File: config.mk
export PLATFORM = sky130hd
export DESIGN_NAME = fan_curve_duty_controller
export DESIGN_NICKNAME = d
export VERILOG_FILES = /design/src/hw/rtl/fcd_pkg.sv /design/src/hw/rtl/fcd_div.sv /design/src/hw/rtl/fan_curve_duty_controller.sv
export SDC_FILE = /design/constraint.sdc
export NUM_CORES = 2
export LEC_CHECK = 0
export BUFFER_PORTS_ARGS = -buffer_cell sky130_fd_sc_hd__buf_4
export CORE_MARGIN = 2
export CORE_UTILIZATION = 58
export DETAILED_ROUTE_END_ITERATION = 8
export MAX_ROUTING_LAYER = met4
export PLACE_DENSITY = 0.81
export SLEW_MARGIN = 5
export SYNTH_ARGS = -nofsm -noshare
export SYNTH_HDL_FRONTEND = slang
export SYNTH_SLANG_ARGS = --single-unit
export TNS_END_PERCENT = 1
File: constraint.sdc
create_clock -name aclk -period 13 [get_ports aclk]
set_input_delay 1.3 -clock aclk [delete_from_list [all_inputs] [get_ports aclk]]
set_output_delay 1.3 -clock aclk [all_outputs]
set_load 0.005 [all_outputs]
File: src/hw/rtl/fcd_pkg.sv
// ----------------------------------------------------------------------------
// fcd_pkg
// shared types and constants of the fan curve duty controller
// ----------------------------------------------------------------------------
`default_nettype none
package fcd_pkg;
    localparam int TEMP_W = 16;
    localparam int PCT_W  = 7;
    localparam logic [PCT_W-1:0] PCT_MAX = 7'd100;

    localparam logic [1:0] MIX_MIN = 2'd0;
    localparam logic [1:0] MIX_MAX = 2'd1;

    localparam logic [1:0] ST_NONE    = 2'd0;
    localparam logic [1:0] ST_GATED   = 2'd1;
    localparam logic [1:0] ST_SAME    = 2'd2;
    localparam logic [1:0] ST_CHANGED = 2'd3;

    localparam logic [2:0] REG_CURVE01 = 3'd0;
    localparam logic [2:0] REG_CURVE23 = 3'd1;
    localparam logic [2:0] REG_CURVE45 = 3'd2;
    localparam logic [2:0] REG_CURVE67 = 3'd3;
    localparam logic [2:0] REG_COUNT   = 3'd4;
    localparam logic [2:0] REG_MIX     = 3'd5;
    localparam logic [2:0] REG_GATE    = 3'd6;
    localparam logic [2:0] REG_STEP    = 3'd7;

    // request to the shared restoring divider
    typedef struct packed {
        logic        start;
        logic [31:0] num;   // non-negative dividend
        logic [31:0] den;   // positive divisor
    } div_req_t;

    typedef struct packed {
        logic        done;
        logic [31:0] quo;
    } div_rsp_t;
endpackage
`default_nettype wire

File: src/hw/rtl/fcd_div.sv
// ----------------------------------------------------------------------------
// fcd_div
// restoring divider, one quotient bit per cycle
// ----------------------------------------------------------------------------
`default_nettype none
module fcd_div (
    input  wire logic             aclk,
    input  wire logic             aresetn,
    input  wire fcd_pkg::div_req_t req,
    output fcd_pkg::div_rsp_t     rsp
);
    logic [31:0] rem_reg, rem_next;
    logic [31:0] quo_reg, quo_next;
    logic [31:0] den_reg;
    logic [5:0]  cnt_reg, cnt_next;
    logic        busy_reg, busy_next;
    logic        done_reg, done_next;
    logic [32:0] trial;

    always_comb begin
        rem_next  = rem_reg;
        quo_next  = quo_reg;
        cnt_next  = cnt_reg;
        busy_next = busy_reg;
        done_next = 1'b0;
        trial     = {rem_reg, quo_reg[31]} - {1'b0, den_reg};
        if (req.start) begin
            rem_next  = '0;
            quo_next  = req.num;
            cnt_next  = 6'd32;
            busy_next = 1'b1;
        end else if (busy_reg) begin
            if (!trial[32]) begin
                rem_next = trial[31:0];
                quo_next = {quo_reg[30:0], 1'b1};
            end else begin
                rem_next = {rem_reg[30:0], quo_reg[31]};
                quo_next = {quo_reg[30:0], 1'b0};
            end
            cnt_next = cnt_reg - 6'd1;
            if (cnt_reg == 6'd1) begin
                busy_next = 1'b0;
                done_next = 1'b1;
            end
        end
    end

    always_ff @(posedge aclk) begin
        if (!aresetn) begin
            busy_reg <= 1'b0;
            done_reg <= 1'b0;
            cnt_reg  <= '0;
        end else begin
            busy_reg <= busy_next;
            done_reg <= done_next;
            cnt_reg  <= cnt_next;
        end
        rem_reg <= rem_next;
        quo_reg <= quo_next;
        if (req.start) den_reg <= req.den;
    end

    assign rsp.done = done_reg;
    assign rsp.quo  = quo_reg;
endmodule
`default_nettype wire

File: src/hw/rtl/fan_curve_duty_controller.sv
// ----------------------------------------------------------------------------
// fan_curve_duty_controller
// one fan channel: sensor merge, change gate, curve lookup, slew-limited duty
// ----------------------------------------------------------------------------
// One input transaction is taken while s_axis_tready is high; the block then
// works on it alone and presents one result transaction. Sensors are merged
// one per cycle, the curve is searched one point per cycle, and the averaging
// and interpolation divisions share one restoring divider. An item gated
// after a minimum or maximum merge needs no division, an average needs one,
// and an interpolation one more. The result is held until m_axis_tready is
// high; the block then returns to idle and only there takes the next input.
`default_nettype none
module fan_curve_duty_controller #(
    parameter int MAX_POINTS  = 8,
    parameter int NUM_SENSORS = 4
) (
    input  wire logic        aclk,
    input  wire logic        aresetn,
    // fields from bit 0: temp_0 .. temp_(NUM_SENSORS-1), 16 bits each
    input  wire logic [NUM_SENSORS*16-1:0] s_axis_tdata,
    // temp_valid, bit i for sensor i
    input  wire logic [NUM_SENSORS-1:0]    s_axis_tuser,
    input  wire logic        s_axis_tvalid,
    output logic             s_axis_tready,
    // fields from bit 0: duty_percent[6:0], duty_changed[7], status[9:8],
    // mixed_temp[25:10], zero fill to 32 bits
    output logic [31:0]      m_axis_tdata,
    output logic             m_axis_tvalid,
    input  wire logic        m_axis_tready,
    input  wire logic        cfg_we,
    input  wire logic [2:0]  cfg_index,
    input  wire logic [63:0] cfg_wdata
);
    localparam int SIDX_W = (NUM_SENSORS > 1) ? $clog2(NUM_SENSORS) : 1;
    localparam int SCNT_W = $clog2(NUM_SENSORS + 1);

    // sequencer codes
    localparam logic [2:0] S_IDLE  = 3'd0;
    localparam logic [2:0] S_MERGE = 3'd1;
    localparam logic [2:0] S_AVG   = 3'd2;
    localparam logic [2:0] S_GATE  = 3'd3;
    localparam logic [2:0] S_SRCH  = 3'd4;
    localparam logic [2:0] S_INTP  = 3'd5;
    localparam logic [2:0] S_STEP  = 3'd6;
    localparam logic [2:0] S_OUT   = 3'd7;

    // configuration
    logic [63:0] curve_reg [4];
    logic [3:0]  pcount_reg;
    logic [1:0]  mix_reg;
    logic [15:0] gate_reg;
    logic [6:0]  mstep_reg;

    always_ff @(posedge aclk) begin
        if (!aresetn) begin
            for (int k = 0; k < 4; k++) curve_reg[k] <= '0;
            pcount_reg <= '0;
            mix_reg    <= 2'd2;
            gate_reg   <= 16'd128;
            mstep_reg  <= 7'd5;
        end else if (cfg_we) begin
            unique case (cfg_index)
                fcd_pkg::REG_CURVE01: curve_reg[0] <= cfg_wdata;
                fcd_pkg::REG_CURVE23: curve_reg[1] <= cfg_wdata;
                fcd_pkg::REG_CURVE45: curve_reg[2] <= cfg_wdata;
                fcd_pkg::REG_CURVE67: curve_reg[3] <= cfg_wdata;
                fcd_pkg::REG_COUNT:   pcount_reg <= cfg_wdata[3:0];
                fcd_pkg::REG_MIX:     mix_reg    <= cfg_wdata[1:0];
                fcd_pkg::REG_GATE:    gate_reg   <= cfg_wdata[15:0];
                fcd_pkg::REG_STEP:    mstep_reg  <= cfg_wdata[6:0];
                default: ;
            endcase
        end
    end

    // curve point access by index
    function automatic logic signed [15:0] pt_temp(input logic [2:0] i);
        logic [63:0] r;
        r = curve_reg[i[2:1]];
        return i[0] ? r[47:32] : r[15:0];
    endfunction
    function automatic logic [6:0] pt_pct(input logic [2:0] i);
        logic [63:0] r;
        r = curve_reg[i[2:1]];
        return i[0] ? r[54:48] : r[22:16];
    endfunction
    function automatic logic [6:0] clamp7(input logic [6:0] v);
        return (v > fcd_pkg::PCT_MAX) ? fcd_pkg::PCT_MAX : v;
    endfunction

    // effective point count, capped at MAX_POINTS
    logic [3:0] npts;
    assign npts = (pcount_reg > 4'(MAX_POINTS)) ? 4'(MAX_POINTS) : pcount_reg;

    // state
    logic [2:0]  st_reg, st_next;
    logic [NUM_SENSORS*16-1:0] smp_reg;
    logic [NUM_SENSORS-1:0]    vld_reg;
    logic [SIDX_W-1:0] sidx_reg;
    logic [SCNT_W-1:0] scnt_reg;
    logic signed [15:0] mn_reg, mx_reg, mixed_reg;
    logic signed [19:0] sum_reg;
    logic [2:0]  pidx_reg;
    logic signed [15:0] last_temp_reg;
    logic        have_temp_reg;
    logic [6:0]  last_duty_reg;
    logic        have_duty_reg;
    logic        neg_reg;
    logic [6:0]  target_reg;
    logic [31:0] out_reg;

    fcd_pkg::div_req_t dreq;
    fcd_pkg::div_rsp_t drsp;
    logic div_wait_reg;

    fcd_div u_div (.aclk(aclk), .aresetn(aresetn), .req(dreq), .rsp(drsp));

    assign s_axis_tready = (st_reg == S_IDLE);
    assign m_axis_tvalid = (st_reg == S_OUT);
    assign m_axis_tdata  = out_reg;

    // current sample under merge
    logic signed [15:0] cur_smp;
    assign cur_smp = smp_reg[sidx_reg*16 +: 16];

    // gate distance
    logic signed [16:0] gdiff;
    logic [16:0] gabs;
    assign gdiff = 17'(mixed_reg) - 17'(last_temp_reg);
    assign gabs  = gdiff[16] ? 17'(-gdiff) : 17'(gdiff);

    // interpolation operands, segment pidx-1 .. pidx
    logic signed [16:0] iden, ioff;
    logic signed [7:0]  idp;
    logic signed [31:0] inum;
    logic [2:0] pprev;
    assign pprev = pidx_reg - 3'd1;
    assign iden  = 17'(pt_temp(pidx_reg)) - 17'(pt_temp(pprev));
    assign ioff  = 17'(mixed_reg) - 17'(pt_temp(pprev));
    assign idp   = 8'(pt_pct(pidx_reg)) - 8'(pt_pct(pprev));
    assign inum  = 32'($signed({1'b0, pt_pct(pprev)})) * 32'(iden)
                 + 32'(ioff) * 32'(idp);

    // slew step
    logic [6:0]  cur_d, res_d;
    logic signed [8:0] sdiff;
    logic [7:0]  sabs;
    logic signed [8:0] sres;
    assign cur_d = have_duty_reg ? last_duty_reg : 7'd0;
    assign sdiff = 9'(target_reg) - 9'(cur_d);
    assign sabs  = sdiff[8] ? 8'(-sdiff) : 8'(sdiff);

    always_comb begin
        logic [7:0] lim;
        lim = (sabs < 8'(mstep_reg)) ? sabs : 8'(mstep_reg);
        sres = sdiff[8] ? 9'(cur_d) - 9'(lim) : 9'(cur_d) + 9'(lim);
        if (sres < 0) res_d = 7'd0;
        else if (sres > 9'sd100) res_d = fcd_pkg::PCT_MAX;
        else res_d = sres[6:0];
    end

    // division result with sign applied, kept at full 32-bit width
    logic signed [31:0] dsigned;
    assign dsigned = neg_reg ? -$signed(drsp.quo) : $signed(drsp.quo);

    always_comb begin
        st_next   = st_reg;
        dreq      = '0;
        case (st_reg)
            S_AVG: if (!div_wait_reg) begin
                dreq.start = 1'b1;
                dreq.num = sum_reg[19] ? 32'(-(sum_reg <<< 1)) + 32'(scnt_reg)
                                       : 32'(sum_reg <<< 1) + 32'(scnt_reg);
                dreq.den = 32'(scnt_reg) << 1;
            end
            S_INTP: if (!div_wait_reg) begin
                dreq.start = 1'b1;
                dreq.num = inum[31] ? 32'(-(inum <<< 1)) + 32'(iden)
                                    : 32'(inum <<< 1) + 32'(iden);
                dreq.den = 32'(iden) << 1;
            end
            default: ;
        endcase
    end

    always_ff @(posedge aclk) begin
        if (!aresetn) begin
            st_reg        <= S_IDLE;
            have_temp_reg <= 1'b0;
            have_duty_reg <= 1'b0;
            last_temp_reg <= '0;
            last_duty_reg <= '0;
            div_wait_reg  <= 1'b0;
        end else begin
            unique case (st_reg)
                S_IDLE: if (s_axis_tvalid) begin
                    smp_reg  <= s_axis_tdata;
                    vld_reg  <= s_axis_tuser;
                    sidx_reg <= '0;
                    scnt_reg <= '0;
                    sum_reg  <= '0;
                    mn_reg   <= '0;
                    mx_reg   <= '0;
                    st_reg   <= S_MERGE;
                end
                S_MERGE: begin
                    if (vld_reg[sidx_reg]) begin
                        if (scnt_reg == '0 || cur_smp < mn_reg) mn_reg <= cur_smp;
                        if (scnt_reg == '0 || cur_smp > mx_reg) mx_reg <= cur_smp;
                        sum_reg  <= sum_reg + 20'(cur_smp);
                        scnt_reg <= scnt_reg + SCNT_W'(1);
                    end
                    if (32'(sidx_reg) == NUM_SENSORS - 1) begin
                        if (vld_reg == '0) begin
                            out_reg <= {6'd0, 16'd0, fcd_pkg::ST_NONE, 1'b0,
                                        last_duty_reg};
                            st_reg  <= S_OUT;
                        end else if (mix_reg == fcd_pkg::MIX_MIN) begin
                            mixed_reg <= (vld_reg[sidx_reg] &&
                                (scnt_reg == '0 || cur_smp < mn_reg)) ? cur_smp : mn_reg;
                            st_reg <= S_GATE;
                        end else if (mix_reg == fcd_pkg::MIX_MAX) begin
                            mixed_reg <= (vld_reg[sidx_reg] &&
                                (scnt_reg == '0 || cur_smp > mx_reg)) ? cur_smp : mx_reg;
                            st_reg <= S_GATE;
                        end else begin
                            st_reg <= S_AVG;
                        end
                    end else begin
                        sidx_reg <= sidx_reg + SIDX_W'(1);
                    end
                end
                S_AVG: begin
                    if (!div_wait_reg) begin
                        div_wait_reg <= 1'b1;
                        neg_reg      <= sum_reg[19];
                    end else if (drsp.done) begin
                        div_wait_reg <= 1'b0;
                        mixed_reg    <= dsigned[15:0];
                        st_reg       <= S_GATE;
                    end
                end
                S_GATE: begin
                    if (have_temp_reg && gabs < 17'(gate_reg)) begin
                        last_temp_reg <= mixed_reg;
                        out_reg <= {6'd0, mixed_reg, fcd_pkg::ST_GATED, 1'b0,
                                    last_duty_reg};
                        st_reg  <= S_OUT;
                    end else if (npts == 4'd0) begin
                        target_reg <= 7'd0;
                        st_reg     <= S_STEP;
                    end else if (mixed_reg <= pt_temp(3'd0)) begin
                        target_reg <= clamp7(pt_pct(3'd0));
                        st_reg     <= S_STEP;
                    end else if (mixed_reg >= pt_temp(3'(npts - 4'd1))) begin
                        target_reg <= clamp7(pt_pct(3'(npts - 4'd1)));
                        st_reg     <= S_STEP;
                    end else begin
                        pidx_reg <= 3'd1;
                        st_reg   <= S_SRCH;
                    end
                end
                S_SRCH: begin
                    if (mixed_reg <= pt_temp(pidx_reg)) st_reg <= S_INTP;
                    else pidx_reg <= pidx_reg + 3'd1;
                end
                S_INTP: begin
                    if (!div_wait_reg) begin
                        div_wait_reg <= 1'b1;
                        neg_reg      <= inum[31];
                    end else if (drsp.done) begin
                        div_wait_reg <= 1'b0;
                        if (dsigned < 0) target_reg <= 7'd0;
                        else if (dsigned > 32'sd100) target_reg <= fcd_pkg::PCT_MAX;
                        else target_reg <= dsigned[6:0];
                        st_reg <= S_STEP;
                    end
                end
                S_STEP: begin
                    logic [6:0] nd;
                    logic       chg;
                    nd  = (target_reg != cur_d) ? res_d : cur_d;
                    chg = !have_duty_reg || nd != last_duty_reg;
                    if (chg) begin
                        last_duty_reg <= nd;
                        have_duty_reg <= 1'b1;
                    end
                    last_temp_reg <= mixed_reg;
                    have_temp_reg <= 1'b1;
                    out_reg <= {6'd0, mixed_reg,
                                chg ? fcd_pkg::ST_CHANGED : fcd_pkg::ST_SAME, chg,
                                chg ? nd : last_duty_reg};
                    st_reg <= S_OUT;
                end
                S_OUT: if (m_axis_tready) st_reg <= S_IDLE;
                default: st_reg <= S_IDLE;
            endcase
        end
    end

`ifndef SYNTHESIS
    // a reported change always carries the changed status code
    a_chg_status: assert property (@(posedge aclk) disable iff (!aresetn)
        m_axis_tvalid |-> (m_axis_tdata[7] == (m_axis_tdata[9:8] == fcd_pkg::ST_CHANGED)))
        else $error("changed flag and status disagree");
    // duty never leaves 0..100
    a_duty_rng: assert property (@(posedge aclk) disable iff (!aresetn)
        m_axis_tvalid |-> (m_axis_tdata[6:0] <= fcd_pkg::PCT_MAX))
        else $error("duty out of range");
    // no new transaction is taken while a result is pending
    a_no_overlap: assert property (@(posedge aclk) disable iff (!aresetn)
        m_axis_tvalid |-> !s_axis_tready)
        else $error("input accepted while result pending");
`endif
endmodule
`default_nettype wire
==> metrics.yaml <==
worst_path_largest_cell_delay_ns: 0.80
ff_latch_area_um2: 14300
clk_pin_slew_ns: 0.07
slew_headroom: 0.184
synth_top_cell_by_area: "edfxtp_1"
start_util: 0.585
cts_num_sinks: 511
hold_path_class: "reg2reg"
drt_pass1_iterations: 5
drv_cap: 0
fin_setup_tns_ns: 0
syn_to_final_growth_pct: 9.91
fmax_mhz: 81.0
numCtsBuffers: 56
avgSynthCellArea_um2: 9.82
async_flop_share: 0
finalCritPeriodShare: 0.950
cts-resized-gates: 0
chipWidth_um: 286
seq_area_frac_synth: 0.311
via_count: 36100
period_needed_ns: 12.35
crit_path_max_fanout: 23
clk_latency_ns: 0.65
vias_per_cell: 6.10
worst-slew-pin-transition_ns: 1.22
critPathRequiredTime_ns: 13.40
report.final.slew_viol_count: 0
wire_per_inst_um: 20.7
die-area_um2: 81800
totalWireLength_um: 123000
first_iter_violations: 3524
setup_ws_ns: 0.651
cts_tree: "done"
clock_path_buffers: 3
ys.warnings.count: 0
h-tree-depth: 2
die_h_um: 286
end_kind: "register"
fin_skew_ns: 0.0502
cpMaxStageDelayCell: "ha_2"
largest_reg_flops: 184
ctsHoldBuffers: 0
dp_hpwl_um: 91500
holdWs_ns: 0.459
syn_inst: 4696
synth_area_um2: 46100
outcome: "complete, no violations"
cts_setup_buffers: 0
grt_antenna_before_repair: 4
arrival_ns: 12.75
grt_pass1_vias: 36000
synth_seq_cells: 511
synthFlopType: "edfxtp_1"
layout.nets: 5592
setup_viol: 0
grt_pass1_wl_um: 193000
synth_area_leaders: "edfxtp_1 (27%), fa_1 (11%), ha_1 (10%)"
core_area_um2: 78900
grt_overflow: 0
cts_root_buffer: "clkbuf_16"
synth_top_area_frac: 0.268
drive_above_1_share: 0.117
synth-edff-count: 411
grt_usage: 0.308
rsz0062_at_grt: "no"
grt_max_degree: 69
port_buffers: 149
ant_nets: 0
crit_type: "reg2reg"
ios: 174
remaining_drc_errors: 0
startpoint_type: "register"
rows: 103
multi_input_area_um2: 29100
dp_slack_ns: 0.420
gp_congestion: 0.940
n_fill_cell: 6132
hold_viol: 0
synth_cell_types: 94
[metrics by stage]
| stage | instances | utilization | area (µm²) |
|---|---|---|---|
| 3_5_place_dp | 5817 | 0.618 | 48700 |
| 3_3_place_gp | 5817 | 0.618 | 48700 |
| 6_report | 5927 | 0.643 | 50700 |
| 4_1_cts | 5923 | 0.642 | 50600 |
| 5_1_grt | 5927 | 0.643 | 50700 |
| 2_1_floorplan | 4701 | - | 46100 |
[layout by cell type (no fill, tap or decap), types with 41 or more instances in the layout]
master	instances
fa_1	258
edfxtp_1	411
mux2i_1	101
inv_1	571
o21ai_0	173
xnor2_1	132
clkbuf_16	56
and3_1	41
nand3_1	48
nor3_1	64
a21o_1	65
nor2_1	428
nand2b_1	63
mux4_2	155
ha_1	366
a21oi_1	259
xor2_1	84
o21a_1	49
dfxtp_1	97
buf_4	242
nor2b_1	48
nand2_1	385
and2_1	229
[cell usage after synthesis (11+ instances only)]
library cell,count
a22oi_1,16
nand4_1,25
mux2i_1,101
xnor2_1,135
o21ai_1,11
edfxtp_1,411
or2_2,26
dfxtp_1,100
o21bai_1,17
a21o_1,65
a21oi_1,262
mux4_2,155
xor2_1,86
nand3_1,49
ha_1,369
clkbuf_1,146
and2_1,229
fa_1,258
nor3b_1,13
o21a_1,49
buf_1,20
nor4_1,17
a31oi_1,21
o22ai_1,14
o211ai_1,27
and3_1,42
inv_1,572
a221o_1,17
a211oi_1,36
or3_1,30
o21ai_0,175
nand2_1,385
nand2b_1,64
o31ai_1,23
nor2_1,431
nor2b_1,48
a21boi_0,17
nor3_1,66
[area by class of cell]
| class | count | share of cell area |
|---|---|---|
| timing repair buffer | 243 | 0.0362 |
| antenna | 4 | 0.000198 |
| sequential | 511 | 0.283 |
| inverter | 575 | 0.0426 |
| multi-input combinational | 3438 | 0.574 |
| clock buffer | 72 | 0.0294 |
| clock inverter | 34 | 0.00832 |
| tap | 1050 | 0.0259 |
[routing by layer]
metal / part of all wire / global-route usage / vias up
li1: - / - / 16600
met1: 0.40 / 0.394 / 17500
met2: 0.47 / 0.485 / 1665
met3: 0.087 / 0.0506 / 346
met4: 0.049 / 0.133 / 0
met5: 0 / - / -
[path summary, 6_finish.rpt]
kind,cells past startpoint,start,slack (ns),end
worst min-delay path,2,gate_reg[1]$_SDFFE_PN0P_,0.46,gate_reg[1]$_SDFFE_PN0P_
worst max register to register,40,pidx_reg[0]$_SDFFCE_PN1P_,0.65,u_div.quo_reg[28]$_DFFE_PP_
worst max-delay path,40,pidx_reg[0]$_SDFFCE_PN1P_,0.65,u_div.quo_reg[28]$_DFFE_PP_
worst min register to register,2,gate_reg[1]$_SDFFE_PN0P_,0.46,gate_reg[1]$_SDFFE_PN0P_
[critical path, delay by kind of cell, from the launching register on]
kind | cells | cell delay (ns)
AND/OR/NAND/NOR | 9 | 1.08
XOR/XNOR | 3 | 1.27
buffers and inverters | 9 | 1.51
adder cells (fa/ha/maj) | 10 | 5.01
flip-flops | 1 | 0.35
multiplexers | 2 | 1.01
AO/OA/AOI/OAI | 7 | 1.87
[cells by family after synthesis]
logic type | Yosys count | share of synthesized area
AO/OA/AOI/OAI | 858 | 0.120
other | 1 | 0.0000813
flip-flops | 511 | 0.311
adder cells (fa/ha/maj) | 628 | 0.212
XOR/XNOR | 221 | 0.0420
AND/OR/NAND/NOR | 1462 | 0.153
multiplexers | 263 | 0.0993
buffers and inverters | 752 | 0.0619
Power is left out: the tool's default activity adds up to more than one toggle a clock period on the data nets, which glitch-free logic cannot reach.
